`config.mk`:
```
export PLATFORM = sky130hd
export DESIGN_NAME = rle_coefficient_dequantizer
export DESIGN_NICKNAME = d
export VERILOG_FILES = /design/src/hw/rtl/rcdq_pkg.sv /design/src/hw/rtl/rcdq_ram.sv /design/src/hw/rtl/rcdq_ctrl.sv /design/src/hw/rtl/rcdq_datapath.sv /design/src/hw/rtl/rle_coefficient_dequantizer.sv
export SDC_FILE = /design/constraint.sdc
export NUM_CORES = 2
export LEC_CHECK = 0
export ABC_AREA = 1
export BUFFER_PORTS_ARGS = -buffer_cell sky130_fd_sc_hd__buf_2
export CORE_ASPECT_RATIO = 1.1
export CORE_MARGIN = 2
export CORE_UTILIZATION = 58
export DETAILED_ROUTE_END_ITERATION = 6
export HOLD_SLACK_MARGIN = 0.03
export MAX_ROUTING_LAYER = met4
export PLACE_DENSITY = 0.77
export SYNTH_ARGS = -nofsm -noshare
export SYNTH_HDL_FRONTEND = slang
export SYNTH_HIERARCHICAL = 1
export SYNTH_SLANG_ARGS = --single-unit
```
`constraint.sdc`:
```
create_clock -name clk_i -period 5.7 [get_ports clk_i]
set_input_delay 0.57 -clock clk_i [delete_from_list [all_inputs] [get_ports clk_i]]
set_output_delay 0.57 -clock clk_i [all_outputs]
set_load 0.005 [all_outputs]
```
`src/hw/rtl/rcdq_pkg.sv`:
```
// Shared types, codes and tables for the run-length coefficient dequantizer.
`default_nettype none

package rcdq_pkg;

  localparam logic [1:0] MODE_RLE    = 2'd0;
  localparam logic [1:0] MODE_LUMA   = 2'd1;
  localparam logic [1:0] MODE_CHROMA = 2'd2;

  localparam logic [15:0] PAD_WORD   = 16'hFE00;
  localparam logic [6:0]  IDLE_POS   = 7'd64;
  localparam logic [6:0]  LAST_POS   = 7'd63;
  localparam logic [2:0]  MONO_BLKS  = 3'd1;
  localparam logic [2:0]  COLOR_BLKS = 3'd6;
  localparam logic [2:0]  FIRST_LUMA = 3'd2;

  localparam int unsigned TBL_DEPTH = 64;
  localparam int unsigned TBL_WIDTH = 8;

  localparam logic [5:0] ZIGZAG [64] = '{
     6'd0,  6'd1,  6'd8, 6'd16,  6'd9,  6'd2,  6'd3, 6'd10,
    6'd17, 6'd24, 6'd32, 6'd25, 6'd18, 6'd11,  6'd4,  6'd5,
    6'd12, 6'd19, 6'd26, 6'd33, 6'd40, 6'd48, 6'd41, 6'd34,
    6'd27, 6'd20, 6'd13,  6'd6,  6'd7, 6'd14, 6'd21, 6'd28,
    6'd35, 6'd42, 6'd49, 6'd56, 6'd57, 6'd50, 6'd43, 6'd36,
    6'd29, 6'd22, 6'd15, 6'd23, 6'd30, 6'd37, 6'd44, 6'd51,
    6'd58, 6'd59, 6'd52, 6'd45, 6'd38, 6'd31, 6'd39, 6'd46,
    6'd53, 6'd60, 6'd61, 6'd54, 6'd47, 6'd55, 6'd62, 6'd63
  };

  typedef struct packed {
    logic capture;
    logic mul1;
    logic mul2;
    logic load_out;
  } rcdq_cmd_t;

endpackage

`default_nettype wire

```
`src/hw/rtl/rcdq_ram.sv`:
```
// Generic single-write, single-read RAM with registered read data.
`default_nettype none

module rcdq_ram #(
  parameter int unsigned WIDTH = 8,
  parameter int unsigned DEPTH = 64
) (
  input  wire logic                     clk_i,
  input  wire logic                     we_i,
  input  wire logic [$clog2(DEPTH)-1:0] waddr_i,
  input  wire logic [WIDTH-1:0]         wdata_i,
  input  wire logic [$clog2(DEPTH)-1:0] raddr_i,
  output      logic [WIDTH-1:0]         rdata_o
);

  logic [WIDTH-1:0] mem_q [DEPTH];
  logic [WIDTH-1:0] rdata_q;

  always_ff @(posedge clk_i) begin
    if (we_i) begin
      mem_q[waddr_i] <= wdata_i;
    end
    rdata_q <= mem_q[raddr_i];
  end

  assign rdata_o = rdata_q;

endmodule

`default_nettype wire

```
`src/hw/rtl/rcdq_ctrl.sv`:
```
// Sequencer: accept a word, step it through the two multiply stages, load the output.
`default_nettype none

module rcdq_ctrl
  import rcdq_pkg::*;
(
  input  wire logic clk_i,
  input  wire logic rst_ni,
  input  wire logic in_valid_i,
  output      logic in_ready_o,
  output      logic out_valid_o,
  input  wire logic out_ready_i,
  output      rcdq_cmd_t cmd_o
);

  typedef enum logic [1:0] {
    S_IDLE,
    S_MUL1,
    S_MUL2,
    S_FIN
  } state_e;

  state_e state_q, state_d;
  logic   out_valid_q, out_valid_d;

  always_comb begin
    state_d      = state_q;
    out_valid_d  = out_valid_q;
    cmd_o        = '0;
    if (out_valid_q && out_ready_i) begin
      out_valid_d = 1'b0;
    end
    case (state_q)
      S_IDLE: begin
        if (in_valid_i) begin
          cmd_o.capture = 1'b1;
          state_d       = S_MUL1;
        end
      end
      S_MUL1: begin
        cmd_o.mul1 = 1'b1;
        state_d    = S_MUL2;
      end
      S_MUL2: begin
        cmd_o.mul2 = 1'b1;
        state_d    = S_FIN;
      end
      S_FIN: begin
        // hold until the output register is free or being drained
        if (!out_valid_q || out_ready_i) begin
          cmd_o.load_out = 1'b1;
          out_valid_d    = 1'b1;
          state_d        = S_IDLE;
        end
      end
      default: begin
        state_d = S_IDLE;
      end
    endcase
  end

  always_ff @(posedge clk_i or negedge rst_ni) begin
    if (!rst_ni) begin
      state_q     <= S_IDLE;
      out_valid_q <= 1'b0;
    end else begin
      state_q     <= state_d;
      out_valid_q <= out_valid_d;
    end
  end

  assign in_ready_o  = (state_q == S_IDLE);
  assign out_valid_o = out_valid_q;

  a_one_word_in_flight: assert property (@(posedge clk_i) disable iff (!rst_ni)
    (in_valid_i && in_ready_o) |=> !in_ready_o)
    else $error("word accepted while another is in flight");

  a_fin_waits_for_drain: assert property (@(posedge clk_i) disable iff (!rst_ni)
    (state_q == S_FIN && out_valid_q && !out_ready_i) |=> (state_q == S_FIN && out_valid_q))
    else $error("result overwrote an undelivered word");

endmodule

`default_nettype wire

```
`src/hw/rtl/rcdq_datapath.sv`:
```
// Datapath: position and block tracking, quant tables, dequantize, round and clamp.
`default_nettype none

module rcdq_datapath
  import rcdq_pkg::*;
(
  input  wire logic        clk_i,
  input  wire logic        rst_ni,
  input  wire rcdq_cmd_t   cmd_i,
  input  wire logic        cfg_we_i,
  input  wire logic [1:0]  cfg_data_i,
  input  wire logic [1:0]  mode_i,
  input  wire logic [15:0] halfword_i,
  input  wire logic [5:0]  table_index_i,
  input  wire logic [7:0]  table_value_i,
  output      logic        coeff_write_o,
  output      logic [5:0]  coeff_index_o,
  output      logic signed [10:0] coeff_value_o,
  output      logic [2:0]  block_index_o,
  output      logic        block_start_o,
  output      logic        block_end_o,
  output      logic        macroblock_end_o
);

  localparam int unsigned AW = $clog2(TBL_DEPTH);

  // block state
  logic [1:0] depth_q;
  logic [6:0] pos_q, pos_d;
  logic [2:0] blk_q, blk_d;
  logic [5:0] scale_q, scale_d;

  // captured word
  logic              wr_q, wr_d;
  logic [5:0]        idx_q, idx_d;
  logic [2:0]        bidx_q;
  logic              bstart_q, bstart_d;
  logic              bend_q, bend_d;
  logic              mend_q, mend_d;
  logic signed [9:0] val_q, val_d;
  logic [5:0]        scl_q, scl_d;
  logic              ac_q, ac_d;
  logic              luma_q;

  // arithmetic stages
  logic signed [18:0] prod1_q;
  logic signed [25:0] pre_q;
  logic               div_q;

  // output word
  logic              out_wr_q;
  logic [5:0]        out_idx_q;
  logic signed [10:0] out_val_q;
  logic [2:0]        out_blk_q;
  logic              out_bstart_q;
  logic              out_bend_q;
  logic              out_mend_q;

  logic [5:0]          run;
  logic [6:0]          next_pos;
  logic [AW-1:0]       raddr;
  logic [TBL_WIDTH-1:0] luma_rd, chroma_rd, entry;
  logic [2:0]          blk_count;
  logic [3:0]          blk_inc;

  assign run       = halfword_i[15:10];
  assign next_pos  = pos_q + {1'b0, run} + 7'd1;
  assign blk_count = depth_q[1] ? COLOR_BLKS : MONO_BLKS;
  assign blk_inc   = {1'b0, blk_q} + 4'd1;

  always_comb begin
    pos_d    = pos_q;
    blk_d    = blk_q;
    scale_d  = scale_q;
    wr_d     = 1'b0;
    idx_d    = '0;
    bstart_d = 1'b0;
    bend_d   = 1'b0;
    mend_d   = 1'b0;
    val_d    = '0;
    scl_d    = scale_q;
    ac_d     = 1'b0;
    raddr    = '0;
    if (mode_i == MODE_RLE) begin
      if (pos_q >= IDLE_POS) begin
        bstart_d = 1'b1;
        // pad word leaves the block idle
        if (halfword_i != PAD_WORD) begin
          pos_d   = '0;
          scale_d = run;
          scl_d   = run;
          val_d   = $signed(halfword_i[9:0]);
          wr_d    = 1'b1;
        end
      end else if (next_pos >= LAST_POS) begin
        pos_d  = IDLE_POS;
        bend_d = 1'b1;
        if (blk_inc >= {1'b0, blk_count}) begin
          mend_d  = 1'b1;
          blk_d   = '0;
          scale_d = '0;
        end else begin
          blk_d = blk_inc[2:0];
        end
      end else begin
        pos_d = next_pos;
        val_d = $signed(halfword_i[9:0]);
        wr_d  = 1'b1;
        ac_d  = 1'b1;
        raddr = next_pos[AW-1:0];
        idx_d = (scale_q == '0) ? next_pos[5:0] : ZIGZAG[next_pos[5:0]];
      end
    end
  end

  rcdq_ram #(
    .WIDTH(TBL_WIDTH),
    .DEPTH(TBL_DEPTH)
  ) u_luma_tbl (
    .clk_i  (clk_i),
    .we_i   (cmd_i.capture && (mode_i == MODE_LUMA)),
    .waddr_i(table_index_i),
    .wdata_i(table_value_i),
    .raddr_i(raddr),
    .rdata_o(luma_rd)
  );

  rcdq_ram #(
    .WIDTH(TBL_WIDTH),
    .DEPTH(TBL_DEPTH)
  ) u_chroma_tbl (
    .clk_i  (clk_i),
    .we_i   (cmd_i.capture && (mode_i == MODE_CHROMA)),
    .waddr_i(table_index_i),
    .wdata_i(table_value_i),
    .raddr_i(raddr),
    .rdata_o(chroma_rd)
  );

  always_ff @(posedge clk_i or negedge rst_ni) begin
    if (!rst_ni) begin
      depth_q <= '0;
      pos_q   <= IDLE_POS;
      blk_q   <= '0;
      scale_q <= '0;
    end else begin
      if (cfg_we_i) begin
        depth_q <= cfg_data_i;
      end
      if (cmd_i.capture) begin
        pos_q   <= pos_d;
        blk_q   <= blk_d;
        scale_q <= scale_d;
      end
    end
  end

  assign entry = luma_q ? luma_rd : chroma_rd;

  logic signed [8:0]  factor;
  logic signed [25:0] prod2;
  logic signed [26:0] rnd, rnd_adj, quot, pre_ext, fin;
  logic signed [10:0] clamped;

  assign factor  = (scl_q == '0) ? 9'sd2 : $signed({1'b0, entry});
  assign prod2   = 26'(prod1_q) * 26'($signed({1'b0, scl_q}));
  assign rnd     = {pre_q[25], pre_q} + 27'sd4;
  // truncate toward zero: bias negative values before the shift
  assign rnd_adj = rnd + (rnd[26] ? 27'sd7 : 27'sd0);
  assign quot    = rnd_adj >>> 3;
  assign pre_ext = {pre_q[25], pre_q};
  assign fin     = div_q ? quot : pre_ext;

  always_comb begin
    if (fin < -27'sd1024) begin
      clamped = -11'sd1024;
    end else if (fin > 27'sd1023) begin
      clamped = 11'sd1023;
    end else begin
      clamped = fin[10:0];
    end
  end

  always_ff @(posedge clk_i) begin
    if (cmd_i.capture) begin
      wr_q     <= wr_d;
      idx_q    <= idx_d;
      bidx_q   <= blk_q;
      bstart_q <= bstart_d;
      bend_q   <= bend_d;
      mend_q   <= mend_d;
      val_q    <= val_d;
      scl_q    <= scl_d;
      ac_q     <= ac_d;
      luma_q   <= (blk_q >= FIRST_LUMA);
    end
    if (cmd_i.mul1) begin
      prod1_q <= 19'(val_q) * 19'(factor);
    end
    if (cmd_i.mul2) begin
      if (ac_q && (scl_q != '0)) begin
        pre_q <= prod2;
        div_q <= 1'b1;
      end else begin
        pre_q <= 26'(prod1_q);
        div_q <= 1'b0;
      end
    end
    if (cmd_i.load_out) begin
      out_wr_q     <= wr_q;
      out_idx_q    <= idx_q;
      out_val_q    <= wr_q ? clamped : 11'sd0;
      out_blk_q    <= bidx_q;
      out_bstart_q <= bstart_q;
      out_bend_q   <= bend_q;
      out_mend_q   <= mend_q;
    end
  end

  assign coeff_write_o    = out_wr_q;
  assign coeff_index_o    = out_idx_q;
  assign coeff_value_o    = out_val_q;
  assign block_index_o    = out_blk_q;
  assign block_start_o    = out_bstart_q;
  assign block_end_o      = out_bend_q;
  assign macroblock_end_o = out_mend_q;

  a_pos_legal: assert property (@(posedge clk_i) disable iff (!rst_ni)
    (pos_q < LAST_POS) || (pos_q == IDLE_POS))
    else $error("coefficient position out of range");

  a_blk_legal: assert property (@(posedge clk_i) disable iff (!rst_ni)
    blk_q < COLOR_BLKS)
    else $error("block counter past last block");

  a_end_no_write: assert property (@(posedge clk_i) disable iff (!rst_ni)
    (cmd_i.capture && bend_d) |=> (!wr_q && pos_q == IDLE_POS))
    else $error("block end wrote a coefficient or left the block active");

endmodule

`default_nettype wire

```
`src/hw/rtl/rle_coefficient_dequantizer.sv`:
```
// Top level of the run-length coefficient decoder and dequantizer.
//
// Input channel (in_valid_i/in_ready_o) takes one word per handshake: mode 0
// carries a run-length halfword, mode 1 and 2 write one entry of the luma or
// chroma quantizer table. Every accepted word yields exactly one result word
// on the output channel (out_valid_o/out_ready_i): a coefficient write, or a
// status-only word for table writes, mode 3 words, pad words and block ends.
// The config channel (cfg_valid_i/cfg_ready_o) sets the output depth; it is
// always ready. It must be written only while the block is idle; the block
// itself does not enforce this. After acceptance a word passes table read,
// table multiply, scale multiply, then round and clamp into the result
// register. One word is in flight at a time, so the input takes no new word
// until the result of the last one is loaded; the next word is taken while a
// finished result still waits in the output register.
// When the receiver stalls, the result holds in the output register and the
// sequencer holds its finished word until that register drains.
// Reset puts the block idle awaiting a block start, block counter and scale
// at zero, depth at mono 4-bit. Quant tables are undefined until written.
`default_nettype none

module rle_coefficient_dequantizer
  import rcdq_pkg::*;
(
  input  wire logic        clk_i,
  input  wire logic        rst_ni,
  input  wire logic        cfg_valid_i,
  output      logic        cfg_ready_o,
  input  wire logic [1:0]  cfg_data_i,
  input  wire logic        in_valid_i,
  output      logic        in_ready_o,
  input  wire logic [1:0]  mode_i,
  input  wire logic [15:0] halfword_i,
  input  wire logic [5:0]  table_index_i,
  input  wire logic [7:0]  table_value_i,
  output      logic        out_valid_o,
  input  wire logic        out_ready_i,
  output      logic        coeff_write_o,
  output      logic [5:0]  coeff_index_o,
  output      logic signed [10:0] coeff_value_o,
  output      logic [2:0]  block_index_o,
  output      logic        block_start_o,
  output      logic        block_end_o,
  output      logic        macroblock_end_o
);

  rcdq_cmd_t cmd;

  assign cfg_ready_o = 1'b1;

  rcdq_ctrl u_ctrl (
    .clk_i      (clk_i),
    .rst_ni     (rst_ni),
    .in_valid_i (in_valid_i),
    .in_ready_o (in_ready_o),
    .out_valid_o(out_valid_o),
    .out_ready_i(out_ready_i),
    .cmd_o      (cmd)
  );

  rcdq_datapath u_datapath (
    .clk_i           (clk_i),
    .rst_ni          (rst_ni),
    .cmd_i           (cmd),
    .cfg_we_i        (cfg_valid_i && cfg_ready_o),
    .cfg_data_i      (cfg_data_i),
    .mode_i          (mode_i),
    .halfword_i      (halfword_i),
    .table_index_i   (table_index_i),
    .table_value_i   (table_value_i),
    .coeff_write_o   (coeff_write_o),
    .coeff_index_o   (coeff_index_o),
    .coeff_value_o   (coeff_value_o),
    .block_index_o   (block_index_o),
    .block_start_o   (block_start_o),
    .block_end_o     (block_end_o),
    .macroblock_end_o(macroblock_end_o)
  );

endmodule

`default_nettype wire

```
### After elaboration in Yosys (flattened, before gate mapping)

Memories as Yosys holds them, arrays and structs flattened. A register that Yosys moved wholly into a read port is not among the register bits.
Index checks and enable logic that the tools add are counted.

| word-level totals | value |
|---|---|
| register bits after elaboration | 122 |
| bits in latches | 0 |
| RAM bits | 1024 |
| memory bits (read-only) | 384 |
| bits of input ports | 39 |
| word-level logic and storage cells | 129 |
| memories | 3 |

Memories:

| name | words | width | rd ports | clocked after memory_dff | wr ports | line | RTL |
|---|---|---|---|---|---|---|---|
| u_datapath.u_chroma_tbl.mem_q | 64 | 8 | 1 | 1 | 1 | rcdq_ram.sv:16 | `logic [WIDTH-1:0] mem_q [DEPTH];` |
| u_datapath.u_luma_tbl.mem_q | 64 | 8 | 1 | 1 | 1 | rcdq_ram.sv:16 |  |
| (name not given) | 64 | 6 | 1 | 0 | 0 | rcdq_datapath.sv:111 | `idx_d = (scale_q == '0) ? next_pos[5:0] : ZIGZAG[next_pos[5:0]];` |

| operators by class | value |
|---|---|
| $add $sub $neg | 5 |
| $mul | 2 |
| divide/modulo/power cells | 0 |
| magnitude comparators | 7 |
| equality and inequality tests | 9 |
| shift-type cells | 0 |
| muxes and demuxes | 50 |
| bitwise operators | 5 |
| reduce and logical (&&, ||, !) cells | 21 |

Operators with widths:

| operator | count |
|---|---|
| $mux 6 | 12 |
| $mux 10 | 3 |
| $add 26x4->27 const B | 1 |
| $add 27x27->27 | 1 |
| $gt 27x11->1 const B | 1 |
| $lt 27x11->1 const B | 1 |
| $mux 27 | 1 |
| $mul 19x7->26 | 1 |
| $mux 26 | 1 |
| $mux 11 | 2 |
| $mux 7 | 3 |
| $mux 1 | 20 |
| $mul 10x9->19 | 1 |
| $mux 8 | 2 |
| $ne 16x16->1 const B | 1 |
| $ge 7x7->1 const B | 2 |
| $logic_not 6->1 | 2 |
| $mux 3 | 3 |
| $pmux 2 s4 | 1 |
| $reduce_and 4->1 | 2 |
| $add 7x1->7 const B | 1 |
| $add 7x6->7 | 1 |
| $ge 7x6->1 const B | 1 |
| $not 6->7 | 1 |
| other kinds (19) | 34 |

### Logic depth before layout (Yosys ltp)

| depth | value |
|---|---|
| word-level depth | 7 |
| depth in mapped cells | 29 |
| depth with buffers taken out | 26 |

### Cells and area by module

The synthesis kept the hierarchy.

By module, submodules not included:

| module | instances | cells an instance | area an instance (um^2) | seq. area each (um^2) |
|---|---|---|---|---|
| rcdq_ram | 2 | 1805 | 21339.2 | 15534.9 |
| rcdq_datapath | 1 | 1910 | 14531.4 | 3459.6 |
| rcdq_ctrl | 1 | 29 | 222.7 | 75.1 |
| rle_coefficient_dequantizer | 1 | 2 | 11.3 | 0.0 |

### Least setup slack after synthesis

Ideal clock, no wire load.

| timing | value |
|---|---|
| kind | register to register |
| from | register u_datapath.luma_q |
| to | register u_datapath.prod1_q[16], data pin |
| library setup time | 0.265 ns |
| data arrival time | 5.027 ns |
| slack | 0.408 ns |
| cell stages (with the launch flop) | 26 |
| clock period less this slack | 5.292 ns |
| path through | edfxtp_1 -> clkbuf_1 -> inv_1 -> nand2_1 -> nand2_1 -> nand2_1 -> inv_1 -> nand2_1 -> fa_1 -> inv_1 -> fa_1 -> inv_1 -> fa_1 -> fa_1 -> inv_1 -> ha_1 -> nand2_1 -> o21ai_0 -> a21oi_1 -> o21ai_0 -> a21o_1 -> a21oi_1 -> o21ai_0 -> a21oi_1 -> o21ai_0 -> xor2_1 |

| between the ends | value |
|---|---|
| word-level cells in the longest chain between the ends | 3 |

Ends and longest elaborated chain:

| item | line | RTL |
|---|---|---|
| start: declaration | rcdq_datapath.sv:43 | `logic luma_q;` |
| start signal: assignment | rcdq_datapath.sv:195 | `luma_q <= (blk_q >= FIRST_LUMA);` |
| $mux 8 | rcdq_datapath.sv:158 | `assign entry = luma_q ? luma_rd : chroma_rd;` |
| $mux 8 | rcdq_datapath.sv:165 | `assign factor = (scl_q == '0) ? 9'sd2 : $signed({1'b0, entry});` |
| $mul 10x9->19 | rcdq_datapath.sv:198 | `prod1_q <= 19'(val_q) * 19'(factor);` |
| end signal: assignment | rcdq_datapath.sv:198 |  |
| end: declaration | rcdq_datapath.sv:46 | `logic signed [18:0] prod1_q;` |

No other way between the ends.
A chain may end at the register's enable or synchronous reset.

### Worst setup path in the final report

| timing | value |
|---|---|
| from | register u_datapath.scl_q[2] |
| to | register u_datapath.prod1_q[17], data pin |

| between the ends | value |
|---|---|
| word-level cells in the longest chain between the ends | 3 |

Ends and longest elaborated chain:

| item | line | RTL |
|---|---|---|
| start: declaration | rcdq_datapath.sv:41 | `logic [5:0] scl_q, scl_d;` |
| start signal: assignment | rcdq_datapath.sv:193 | `scl_q <= scl_d;` |
| $logic_not 6->1 | rcdq_datapath.sv:165 |  |
| $mux 8 | rcdq_datapath.sv:165 |  |
| $mul 10x9->19 | rcdq_datapath.sv:198 |  |

No other way between the ends.

==> metrics.sh <==
NUM_IO_PINS=66
FILL_CELLS=7492
WL_PER_CELL_UM=20.0
SYNTH.DISTINCT_CELLS=58
SYNTH-WARNING-COUNT=6
LAYOUT.NETS=5876
CP_MAX_FO=4
GR-USAGE-ALL-LAYERS_PCT=28.2
SYNTH_TOP_AREA_SHARE_PCT=58.8
OVERFLOW=0
LENGTH_IN_CELLS_OF_THE_WORST_REG_TO_REG_PATH=25
CORE_FOOTPRINT_UM2=98600
NUMBER_OF_GLOBAL_ROUTE_VIAS_BEFORE_REPAIR=39300
PEAKVDDDROP_V=0.00105
TOTAL_DIE_AREA_UM2=102000
TIMING.CRITICAL_PATH.FROM_TYPE='register'
AREA_GROWTH_SYN_TO_LAYOUT_PCT=8.43
CORE_UTILIZATION_OF_THE_FINISHED_LAYOUT_PCT=63.2
ASYNC_RESET_FF_SHARE_PCT=1.72
LAYOUT_COMMON_CELLS='1794 x nand2_1, 1125 x edfxtp_1, 958 x nand3_1, 403 x inv_1, 312 x nor2_1'
HOLD_START='cfg_data_i[1]'
CTS.HTREE.LEVELS=3
ANTENNA_VIOLATIONS_BEFORE_REPAIR=5
TIGHTEST_SLEW_NS=1.06
WORST_SLACK_NS=0.125
SYNTH_FP_NETS=5854
POST_DRT_VIA_CELL_RATIO=5.84
REG2REG_TO='u_datapath/prod1_q[17]$_DFFE_PP_'
DRIVE_GT1_SHARE_PCT=7.15
TRITONCTS.NUM_BUFFERS=112
AVGSYNTHCELLAREA_UM2=10.3
MAX-CAP-VIOLATIONS=0
SETUP_VIOL_COUNT_FINAL=0
SYNTH_EDF_COUNT=1125
REGTOREGSETUPSLACK_NS=0.13
FINAL-HOLD-VIOLATION-COUNT=0
FINAL.MIN_CLOCK_PERIOD_NS=5.57
STD_CELL_ROWS=121
ACHIEVABLE_CLOCK_FREQUENCY_GHz=0.179
CLK_PATH_BUF_DEPTH=3
LAYOUT_WORST_PATH_CYCLE_SHARE_PCT=97.8
ROUTABILITY_CONGESTION_ESTIMATE_FROM_GLOBAL_PLACEMENT=0.953
PLACE.PORT_BUFFERS=63
SYNTH.CELL_AREA_UM2=57400
MAX-SLEW-MARGIN-REL_PCT=29.4
ROUTED_WIRELENGTH_MM=139
CRITICALPATHCATEGORY='reg -> reg'
PLACEMENT.SETUP.WORST_SLACK_NS=-0.0702
DRC_ERRORS=0
LAYOUT_COMMONEST_CELL='nand2_1'
WORSTHOLDPATHCELLS=3
FIRSTDRTPASSITERS=7
RUN_STATUS='complete, no violations'
GRT_START_MAX_NET_PINS=116
INITIAL_UTILIZATION_PCT=58.3
POWER_DENSITY_nW_PER_UM2=637
WORST_R2R_STARTPOINT='u_datapath/scl_q[2]$_DFFE_PP_'
WORST_SKEW_PAIR.LATE_LATENCY_NS=0.71
TIMING.CRITICAL_PATH.TO_TYPE='register'
TRITONCTS_CLOCK_TREE='done'
CHIP_WIDTH_UM=304
TIMING_MAX_TRANSITION_VIOLATIONS_FINAL=0
DIE-HEIGHT_UM=334
BUFFER_TYPE_AT_THE_CLOCK_TREE_ROOT='clkbuf_16'
LEAKAGEPOWER_nW=24.6
DRTITER0DRC=4867
HOLD_END='u_datapath/depth_q[1]$_DFFE_PN0P_'
DETAILED_PLACE.AREA_UM2=58700
TIMING.CLOCK.SKEW_NS=0.0242
HOLD_PATH_CLASS='in -> reg'
CRITICAL_PATH_REQUIRED_NS=6.14
POSTROUTEANTENNANETS=0
POSTLAYOUTCELLAREA_UM2=62300
WORST_SETUP_HOLD_PATH_CLK_SLEW_NS=0.06
SYNTH_AREA_LEADERS='edfxtp_1 59%, nand2_1 12%, nand3_1 8.3%'
NETLIST.TOP_CELL.BY_AREA='edfxtp_1'
VIA_COUNT=40600
NETLIST_INSTANCES=5551
YOSYSSEQAREASHARE_PCT=60.2
YS_SEQ_ELEMENTS=1161
GLOBAL_ROUTE_WIRE_LENGTH_BEFORE_REPAIR_MM=217
CLKSINKCOUNT=1161
DETAILED_PLACE_HPWL_MM=88.2
ARRIVAL_NS=6.02
POSTSYNTH.TOPFLOPCELL='edfxtp_1'
==> layout make-up <==
class	instances	area [um^2]	area share (%)
multi-input combinational	3706	19600	31.4
clock inverter	67	524	0.842
clock buffer	139	2970	4.76
antenna	5	12.5	0.0201
inverter	424	1610	2.58
sequential	1161	34600	55.6
timing repair buffer	168	1380	2.21
tap	1291	1620	2.59
==> repair_timing <==
action | CTS | global route
pin swaps | 1 | 3
setup endpoints to repair | 2 | 5
endpoints found under the hold margin | 19 | 0
cloned | 0 | 0
hold buffers | 1 | 0
buffers inserted | 1 | 1
gates resized for setup | 2 | 16
==> cell families (layout without fill, tap and decap cells) <==
family | Yosys count | count (layout) | share of synthesized area, %
and+or+nand+nor | 3181 | 3181 | 23.5
DFF | 1161 | 1161 | 60.2
buffers and inverters | 684 | 798 | 5.84
adders and majority gates | 264 | 264 | 7.66
AOI/OAI and AO/OA | 215 | 215 | 2.10
xor gates and xnor gates | 40 | 40 | 0.623
muxes | 5 | 5 | 0.0871
other | 1 | 6 | 0.00653
==> critical path, stage by stage, from the launching register on <==
cell	delay, ns
edfxtp_1	0.50
nor4_4	0.37
nand2_2	0.16
buf_4	0.18
nand2_1	0.07
nor2_1	0.06
fa_1	0.55
inv_1	0.05
fa_1	0.48
inv_1	0.07
fa_1	0.57
inv_1	0.07
fa_1	0.53
inv_1	0.06
ha_4	0.25
a21o_1	0.18
a21oi_2	0.14
o21ai_1	0.10
a21oi_2	0.22
o21ai_2	0.10
a21oi_1	0.15
o21bai_1	0.10
nand2_1	0.07
nand2_1	0.05
a21oi_1	0.15
xor2_1	0.08
==> flip-flops by register name, summed over array words and instances (netlist names), 7 cells and up <==
signal,count
u_datapath/coeff_value_o,11
u_datapath/pos_q,7
u_datapath/pre_q,26
u_datapath/prod1_q,19
u_datapath/u_chroma_tbl/mem_q,512
u_datapath/u_chroma_tbl/rdata_o,8
u_datapath/u_luma_tbl/mem_q,512
u_datapath/u_luma_tbl/rdata_o,8
u_datapath/val_q,10
==> cells in the mapped netlist (2+ instances only) <==
library cell,n
nor4_1,21
inv_6,2
nand2_1,1795
buf_4,29
inv_1,407
xor2_1,22
o21a_1,2
o21ai_1,4
nor3_1,5
a31oi_1,2
clkbuf_1,58
o21ai_0,83
nor2_1,317
nand3_1,958
edfxtp_1,1125
nand4_1,36
o31ai_1,6
buf_8,4
inv_2,11
dfrtp_1,19
nand2_2,15
xnor2_1,17
o22ai_1,9
nor2_4,6
a22oi_1,4
buf_2,77
dfxtp_1,16
ha_1,118
and2_1,2
nand3_2,3
a221oi_1,2
o211ai_1,4
a21o_1,4
buf_6,70
buf_1,22
fa_1,146
or2_2,4
nand3b_1,5
nand2_4,2
nor2_2,10
o21bai_1,6
mux2i_1,5
a21oi_1,80
clkinv_1,4
==> per-layer routing <==
layer / up-vias / track usage (%) / share of wire, %
li1: 18800 / - / -
met1: 19500 / 36.6 / 39
met2: 2010 / 45.7 / 49
met3: 333 / 4.02 / 8.9
met4: 0 / 10.2 / 3.4
met5: - / - / 0
==> stage by stage <==
stage,hold WS (ns),instances,TNS (ns),power (mW)
6_report,0.0711,6961,0,39.7
3_3_place_gp,0.403,6747,0,31.5
2_1_floorplan,0.274,5551,0,27.2
4_1_cts,0.0353,6955,0,39.3
5_1_grt,0.0764,6961,-0.320,43.1
3_5_place_dp,0.407,6747,-0.0831,32.2
==> power by group <==
group	leakage, nW	total [mW]	switching [mW]	internal (mW)
combinational	12.4	21.6	13.4	8.23
clock	1.70	7.07	3.18	3.89
sequential	10.5	11.0	0.445	10.5
==> worst max path at each step <==
stage	from	endpoint	cells after the start
6_report	u_datapath/scl_q[2]$_DFFE_PP_	u_datapath/prod1_q[17]$_DFFE_PP_	25
5_1_grt	u_datapath/scl_q[4]$_DFFE_PP_	u_datapath/prod1_q[17]$_DFFE_PP_	25
4_1_cts	u_datapath/scl_q[3]$_DFFE_PP_	u_datapath/prod1_q[17]$_DFFE_PP_	25
3_5_place_dp	u_datapath/scl_q[3]$_DFFE_PP_	u_datapath/prod1_q[16]$_DFFE_PP_	24
3_3_place_gp	u_datapath/scl_q[3]$_DFFE_PP_	u_datapath/prod1_q[17]$_DFFE_PP_	25
2_1_floorplan	u_datapath/luma_q$_DFFE_PP_	u_datapath/prod1_q[16]$_DFFE_PP_	25
No activity file was read; power rests on OpenSTA's default activity.
